[src/rtl/rau_pkg.sv]
// Shared types and constants for the rational arithmetic unit.
// No dependencies; imported by every module under rtl/.
package rau_pkg;

  localparam int WORD_W = 32;  // operand and result numerator width
  localparam int DEN_W  = 31;  // result denominator width
  localparam int WIDE_W = 64;  // cross-product and reduction width
  localparam int CNT_W  = 6;   // bit counter and shift count for WIDE_W

  localparam logic [WIDE_W-1:0] NUM_POS_MAX = 64'h0000_0000_7FFF_FFFF;
  localparam logic [WIDE_W-1:0] NUM_NEG_MAX = 64'h0000_0000_8000_0000;
  localparam logic [WIDE_W-1:0] DEN_MAX     = 64'h0000_0000_7FFF_FFFF;

  typedef enum logic [2:0] {
    KIND_NORM   = 3'd0,
    KIND_ADD    = 3'd1,
    KIND_SUB    = 3'd2,
    KIND_MUL    = 3'd3,
    KIND_DIV    = 3'd4,
    KIND_NEG    = 3'd5,
    KIND_EQ     = 3'd6,
    KIND_UNUSED = 3'd7   // answered with an all-zero result
  } kind_e;

  typedef enum logic [1:0] {
    ST_OK       = 2'd0,
    ST_ZERO_DEN = 2'd1,
    ST_DIV_ZERO = 2'd2,
    ST_OVERFLOW = 2'd3
  } status_e;

  typedef enum logic [3:0] {
    S_IDLE,
    S_CHECK,
    S_MUL1,
    S_MUL2,
    S_MUL3,
    S_ADD,
    S_EQ,
    S_REDUCE,
    S_GCD,
    S_DIVN,
    S_DIVD,
    S_FINISH,
    S_OUT
  } state_e;

endpackage

[src/rtl/rau_div.sv]
// Restoring 64-bit unsigned divider, one quotient bit per cycle.
// Depends on rau_pkg.
module rau_div (
  input  logic                       clk_i,
  input  logic                       rst_ni,
  input  logic                       start_i,
  input  logic [rau_pkg::WIDE_W-1:0] dividend_i,
  input  logic [rau_pkg::WIDE_W-1:0] divisor_i,
  output logic                       done_o,
  output logic [rau_pkg::WIDE_W-1:0] quot_o
);
  import rau_pkg::*;

  logic              busy_q, busy_d;
  logic              done_q, done_d;
  logic [CNT_W-1:0]  cnt_q, cnt_d;
  logic [WIDE_W-1:0] rem_q, rem_d, quo_q, quo_d, dvs_q, dvs_d;
  logic [WIDE_W:0]   sh;
  logic [WIDE_W+1:0] diff;
  logic              ge;

  assign sh   = {rem_q, quo_q[WIDE_W-1]};
  assign diff = {1'b0, sh} - {2'b00, dvs_q};
  assign ge   = !diff[WIDE_W+1];

  always_comb begin
    busy_d = busy_q;
    done_d = 1'b0;
    cnt_d  = cnt_q;
    rem_d  = rem_q;
    quo_d  = quo_q;
    dvs_d  = dvs_q;
    if (start_i) begin
      busy_d = 1'b1;
      cnt_d  = '1;
      rem_d  = '0;
      quo_d  = dividend_i;
      dvs_d  = divisor_i;
    end else if (busy_q) begin
      rem_d = ge ? diff[WIDE_W-1:0] : sh[WIDE_W-1:0];
      quo_d = {quo_q[WIDE_W-2:0], ge};
      if (cnt_q == '0) begin
        busy_d = 1'b0;
        done_d = 1'b1;
      end else begin
        cnt_d = cnt_q - 1'b1;
      end
    end
  end

  always_ff @(posedge clk_i or negedge rst_ni) begin
    if (!rst_ni) begin
      busy_q <= 1'b0;
      done_q <= 1'b0;
    end else begin
      busy_q <= busy_d;
      done_q <= done_d;
    end
  end

  always_ff @(posedge clk_i) begin
    cnt_q <= cnt_d;
    rem_q <= rem_d;
    quo_q <= quo_d;
    dvs_q <= dvs_d;
  end

  assign done_o = done_q;
  assign quot_o = quo_q;

endmodule

[config.mk]
export PLATFORM = sky130hd
export DESIGN_NAME = rau_div
export DESIGN_NICKNAME = d
export VERILOG_FILES = /design/src/rtl/rau_pkg.sv /design/src/rtl/rau_div.sv
export SDC_FILE = /design/constraint.sdc
export NUM_CORES = 1
export LEC_CHECK = 0
export ABC_AREA = 1
export BUFFER_PORTS_ARGS = -buffer_cell sky130_fd_sc_hd__buf_2
export CAP_MARGIN = 0
export CORE_MARGIN = 3
export CORE_UTILIZATION = 30
export DETAILED_ROUTE_END_ITERATION = 8
export GPL_TIMING_DRIVEN = 0
export PLACE_DENSITY = 0.45
export SKIP_CTS_REPAIR_TIMING = 1
export SKIP_LAST_GASP = 1
export SYNTH_ARGS = -nofsm -noshare
export SYNTH_HDL_FRONTEND = slang
export SYNTH_SLANG_ARGS = --single-unit
[constraint.sdc]
create_clock -name clk_i -period 3.1 [get_ports clk_i]
set_clock_uncertainty 0.15 [all_clocks]
set_input_delay 0.31 -clock clk_i [delete_from_list [all_inputs] [get_ports clk_i]]
set_output_delay 0.31 -clock clk_i [all_outputs]
set_load 0.02 [all_outputs]
==> reports/results.ini, run 1 <==
[worst_hold_path]
hold_class=input port to flop
holdPathEnd=quot_o[0]$_DFFE_PP_
hold_start=dividend_i[0]
worstHoldPathCells=3

[critical_path]
r2r_slack_ns=0.21
critical-path-slowest-cell=ha_2
cpPeakStageDelay_ns=0.44
required_ns=3.34
crit_arrival_ns=3.13
cp-start-kind=flop
cpLargestDelayFamily=simple AND/OR/NAND/NOR gates
cp-end-kind=flop
rr_endpoint=rem_q[50]$_SDFFE_PP0P_
crit_fanout=10
crit_chain=inv_1, ha_2, nand2_1, nor2_4, nand2_4, nor2_4, inv_2, nor3_4, nand2_4, nand2_4, buf_4, nand3_1, nand2_1, nand2_1
r2r_cells=14
critPathBufInv=3
r2r_start=dvs_q[41]$_DFFE_PP_
critPathKind=flop to flop

[global_routing]
grt.total_usage=0.198
grt_pass1_wl_um=75900
grt_pass1_vias=13200
antenna_found_initial=1
gr-total-overflow=0
grt_start_max_net_pins=74

[yosys]
synth_xor_area_frac=0.0193
synth.avg_cell_area_sq_um=6.65
synth-seq-cells=200
synth_nets=2378
synth_area_sq_um=14500
synth-async-reset-ratio=0.0100
yosysWarningCount=0
synth_fa_ha_area_frac=0.0584
synthCells=2180
synth_cell_types=43
synth_top_family_by_area=simple AND/OR/NAND/NOR gates
synth_mux_area_frac=0
synth-simple-area-share=0.379
ys.flop_type=edfxtp_1
yosysSeqAreaShare=0.365
synth-edff-count=128
synth_compound_area_frac=0.0401

[clock_network]
cts_buffers=17
clock_sinks=200
cts_max_level=4
insertion_delay_ns=0.50
clk_path_buf_depth=2
path_clk_slew_ns=0.08
root_buffer=clkbuf_16
tritoncts=built

[placement]
io_buffers=195
place_ws_ns=0.0992
place_hpwl_um=40100
place.gp.congestion=0.953

[timing]
grt_setup_unrepaired=false
worst_pin_slew_ns=0.991
maxSlewHeadroom=0.337
tns_ns=0
finalHoldViolCount=0
drv_slew=0
min_period_ns=2.89
setup_viol=0
fmax_ghz=0.347
layout_worst_path_cycle_share=0.931
setup_ws_ns=0.214

[die]
die_h_um=226
ios=196
fp.coreArea_sq_um=47100
die_area_sq_um=51000
initial_core_util=0.307
die_w_um=226
rows=79

[outcome]
status=complete, no violations

[route]
wl_per_cell_um=15.9
drc_errors=0
drt-total-wl_um=50100
dr.first_iter.drc_count=987
first_pass_iters=5
ant_nets=0
viasPerCell=4.50
route.vias.total=14100

[pwr]
p_per_area_nw_per_um2=377
p_leak_nw=9.89
vdd_drop_max_uv=363
power.total_w=0.00683

[layout]
antenna_cells=0
area_growth_pct=25.1
num-fill-cells=5146
final_cell_mix=nand2_1, inv_1, buf_2, nand3_1, dlygate4sd3_1
layout-drive-gt1-share=0.127
nNetsFinal=2722
layout_commonest_cell=nand2_1

[flow_run]
cap_violations=0

==> cell families (layout without fill, tap and decap cells) <==
logic type | count (synthesis) | after routing
buffers and inverters | 487 | 844
XOR/XNOR | 32 | 32
AND/OR/NAND/NOR | 1284 | 1284
flip-flops | 200 | 200
AO/OA/AOI/OAI | 110 | 110
adder cells (fa/ha/maj) | 67 | 67
==> synth_stat cells, types with 2 or more instances <==
cell	number	area (sq um)
a21oi_1	53	265
and2_1	5	31.3
and3_1	2	12.5
buf_1	5	18.8
buf_12	3	60.1
buf_2	6	30.0
buf_4	7	52.6
buf_6	3	33.8
buf_8	4	60.1
clkbuf_1	16	60.1
clkbuf_8	2	27.5
dfrtp_1	2	50.1
dfxtp_1	70	1400
edfxtp_1	128	3840
ha_1	66	826
inv_1	431	1620
inv_2	9	33.8
nand2_1	909	3410
nand2_2	14	87.6
nand2_4	7	78.8
nand3_1	145	726
nand3_2	16	160
nand3b_1	31	233
nand3b_2	4	45.0
nand4_1	11	68.8
nor2_1	110	413
nor2_2	5	31.3
nor2_4	8	90.1
nor3_1	13	65.1
nor4_1	2	12.5
o21ai_0	34	170
o21ai_1	14	70.1
o21bai_1	5	37.5
xnor2_1	29	254
xor2_1	3	26.3
==> per-stage QoR <==
stage	cell area [sq um]	util	std cells	hold WS, ns
after floorplan	14500	-	2180	-0.136
after global placement	16200	0.344	2982	-0.0516
after detailed placement	16300	0.345	2983	-0.0506
after CTS	16800	0.357	3015	-0.624
after global routing	18100	0.385	3144	0.0159
final	18100	0.385	3144	0.0190
==> worst max-delay path by stage <==
stage,start,to,depth (start not counted)
floorplan,quot_o[63]$_DFFE_PP_,rem_q[60]$_SDFFE_PP0P_,18
global placement,start_i,quot_o[17]$_DFFE_PP_,4
detailed placement,dvs_q[33]$_DFFE_PP_,rem_q[41]$_SDFFE_PP0P_,14
CTS,dvs_q[33]$_DFFE_PP_,rem_q[41]$_SDFFE_PP0P_,14
global route,dvs_q[39]$_DFFE_PP_,rem_q[50]$_SDFFE_PP0P_,14
finish,dvs_q[41]$_DFFE_PP_,rem_q[50]$_SDFFE_PP0P_,14
==> report_power, final <==
part,switching [W],internal (W)
Sequential,0.0000815,0.00302
Combinational,0.000882,0.000556
Clock,0.00121,0.00108
Total,0.00217,0.00466
==> worst register-to-register path, cell delays in order (launching register included) <==
cell	delay (ns)
edfxtp_1	0.33
inv_1	0.04
ha_2	0.44
nand2_1	0.20
nor2_4	0.20
nand2_4	0.10
nor2_4	0.14
inv_2	0.06
nor3_4	0.14
nand2_4	0.11
nand2_4	0.19
buf_4	0.30
nand3_1	0.22
nand2_1	0.11
nand2_1	0.05
==> sequential cells by signal, summed over array words and instances (netlist names) <==
name / flops
dvs_q: 64
quot_o: 64
rem_q: 64
cnt_q: 6
busy_q: 1
done_o: 1
==> cell type report <==
class / count / area, sq um / area share
inverter: 441 / 1660 / 0.0913
buffer: 46 / 343 / 0.0189
tap: 607 / 759 / 0.0419
clock buffer: 19 / 433 / 0.0239
clock inverter: 13 / 146 / 0.00807
timing repair buffer: 325 / 2290 / 0.126
sequential: 200 / 5300 / 0.292
multi-input combinational: 1493 / 7210 / 0.398
==> per-layer routing <==
layer  vias to the layer above  part of all wire  GRT usage
met5                         -           0.00018          0
met4                         2             0.020     0.0592
li1                       7350                 -          -
met1                      6394              0.47      0.267
met2                       353              0.45      0.314
met3                        40             0.055     0.0482
Power figures use the tool's default switching activity.
==> run 2: changes to the inputs <==
--- a/config.mk
+++ b/config.mk
@@ -5,14 +5,13 @@
 export SDC_FILE = /design/constraint.sdc
 export NUM_CORES = 1
 export LEC_CHECK = 0
-export ABC_AREA = 1
 export BUFFER_PORTS_ARGS = -buffer_cell sky130_fd_sc_hd__buf_2
 export CAP_MARGIN = 0
 export CORE_MARGIN = 3
 export CORE_UTILIZATION = 30
 export DETAILED_ROUTE_END_ITERATION = 8
 export GPL_TIMING_DRIVEN = 0
-export PLACE_DENSITY = 0.45
+export PLACE_DENSITY = 0.46
 export SKIP_CTS_REPAIR_TIMING = 1
 export SKIP_LAST_GASP = 1
 export SYNTH_ARGS = -nofsm -noshare
==> reports/results.ini, run 2 <==
[pwr]
vdd_drop_max_uv=353  ; -2.7%
p_per_area_nw_per_um2=378  ; +0.45%
power.total_w=0.00664  ; -2.7%
p_leak_nw=7.24  ; -27%

[yosys]
synthTopCellsByCount=nand2_1, edfxtp_1, nor2_1
synth_nets=1435  ; -40%
synth-edff-count=128  ; unchanged
synth_most_common_cell=nand2_1
synth-async-reset-ratio=0.0100  ; unchanged
synth.avg_cell_area_sq_um=9.71  ; +46%
synthCells=1237  ; -43%
synth.top_cell.area_share=0.320  ; +0.0549
synth_area_sq_um=12000  ; -17%
yosys.area.top_type=edfxtp_1
synth_cell_types=77  ; +79%
ys.flop_type=edfxtp_1
synthTopCellsByArea=edfxtp_1, dfxtp_1, ha_1, mux2_2, nand2_1
synth-seq-cells=200  ; unchanged
yosysWarningCount=0  ; unchanged
yosysSeqAreaShare=0.441  ; +0.0757

[placement]
place_hpwl_um=27500  ; -31%
placed_area_sq_um=13600  ; -16%
place_ws_ns=-0.820  ; -0.919 ns
place.gp.congestion=0.852  ; -11%
io_buffers=195  ; unchanged

[critical_path]
required_ns=3.33  ; about the same
crit_arrival_ns=3.58  ; +0.45 ns
cp-end-kind=flop
critPathKind=flop to flop
cp-start-kind=flop
critPathBufInv=6  ; +3
crit_fanout=8  ; -2
crit_chain=inv_2, ha_4, buf_6, nand4_1, nor3_4, and3_4, a2111oi_4, nand2_1, buf_6, a211oi_4, a21o_4, clkbuf_16, buf_4, clkbuf_16, nand2_1, a311oi_2
cpLargestDelayFamily=compound AO/OA/AOI/OAI gates
cpPeakStageDelay_ns=0.39  ; -0.05 ns
critical-path-slowest-cell=edfxtp_1

[die]
initial_core_util=0.307  ; -0.000315
fp.coreArea_sq_um=39100  ; -17%
rows=72  ; -8.9%
die_area_sq_um=42500  ; -17%
die_h_um=206  ; -8.7%
die_w_um=206  ; -8.7%
ios=196  ; unchanged

[route]
drt-total-wl_um=40400  ; -19%
ant_nets=0  ; unchanged
viasPerCell=5.05  ; +12%
route.vias.total=11000  ; -22%
wl_per_cell_um=18.6  ; +16%
drc_errors=0  ; unchanged
dr.first_iter.drc_count=483  ; -51%
first_pass_iters=5  ; unchanged

[clock_network]
clk_path_buf_depth=2  ; unchanged
cts_buffers=17  ; unchanged
clock_sinks=200  ; unchanged
path_clk_slew_ns=0.08  ; about the same
tritoncts=built
insertion_delay_ns=0.48  ; -0.02 ns
cts_max_level=4  ; unchanged
root_buffer=clkbuf_16

[worst_hold_path]
hold_class=input port to flop

[global_routing]
grt_start_max_net_pins=66  ; -11%
grt.total_usage=0.175  ; -0.0230
antenna_found_initial=0  ; -1
grt_pass1_wl_um=57500  ; -24%
grt_pass1_vias=10200  ; -23%
gr-total-overflow=0  ; unchanged

[timing]
whs_ns=0.000780  ; -0.0183 ns
drv_slew=0  ; unchanged
fmax_ghz=0.298  ; -14%
maxSlewHeadroom=0.331  ; -0.00532
setup_ws_ns=-0.252  ; -0.466 ns
min_period_ns=3.35  ; +0.466 ns
worst_pin_slew_ns=1.00  ; +0.0116 ns
grt_setup_unrepaired=true
layout_worst_path_cycle_share=1.08  ; +0.150
finalHoldViolCount=0  ; unchanged
setup_viol=65  ; +65

[layout]
antenna_cells=0  ; unchanged
layout-drive-gt1-share=0.341  ; +0.214
area_growth_pct=46.3
fin_util=0.449  ; +0.0646
finalInstanceArea_sq_um=17600  ; -3.1%
layout_commonest_cell=buf_2
nNetsFinal=1845  ; -32%
final_cell_mix=buf_2, nand2_1, dlygate4sd3_1, edfxtp_1, nor2_1

[flow_run]
cap_violations=0  ; unchanged

[outcome]
violations=negative setup slack
status=finished, violations left

-- run 2: path summary, 6_finish.rpt --
check	cells past startpoint	slack, ns	startpoint	endpoint
hold / removal	2	0.0008	dividend_i[57]	quot_o[57]$_DFFE_PP_
max in group asynchronous	4	1.60	rst_ni	done_o$_DFF_PN0_
setup / recovery	16	-0.25	dvs_q[22]$_DFFE_PP_	rem_q[35]$_SDFFE_PP0P_
hold reg to reg	2	0.33	rem_q[34]$_SDFFE_PP0P_	rem_q[34]$_SDFFE_PP0P_
setup reg to reg	16	-0.25	dvs_q[22]$_DFFE_PP_	rem_q[35]$_SDFFE_PP0P_
min in group asynchronous	3	0.56	rst_ni	busy_q$_DFF_PN0_
-- run 2: per-layer routing --
metal / GRT usage / vias up / routed length, um
met1: 0.235 / 5340 / 18500
met3: 0.0461 / 51 / 1960
li1: - / 5352 / -
met4: 0.0381 / 0 / 876
met5: 0 / - / 0
met2: 0.283 / 256 / 19100
-- run 2: cell type report --
cell class,count,area (sq um)
timing repair buffer,396,3100
sequential,200,5300
tap,518,648
multi-input combinational,891,7020
inverter,80,303
fill,3792,21500
clock buffer,18,439
buffer,61,549
clock inverter,14,204
-- run 2: cells by family after synthesis --
logic type | share of synthesized area
AO/OA/AOI/OAI | 0.191
adder cells (fa/ha/maj) | 0.0704
buffers and inverters | 0.0570
AND/OR/NAND/NOR | 0.136
multiplexers | 0.0634
XOR/XNOR | 0.0409
flip-flops | 0.441
-- run 2: power breakdown --
group          leakage (nW)  switching (W)  internal (W)
logic                  5.04       0.000587      0.000504
registers              1.89      0.0000757       0.00301
clock network         0.308        0.00120       0.00126
total                  7.24        0.00187       0.00478
-- run 2: stage by stage --
stage / std cells / setup TNS, ns
3_3_place_gp: 1950 / -172.73
5_1_grt: 2178 / -24.29
4_1_cts: 1982 / -41.18
2_1_floorplan: 1237 / -0.0199
3_5_place_dp: 1950 / -40.40
6_report: 2178 / -11.57
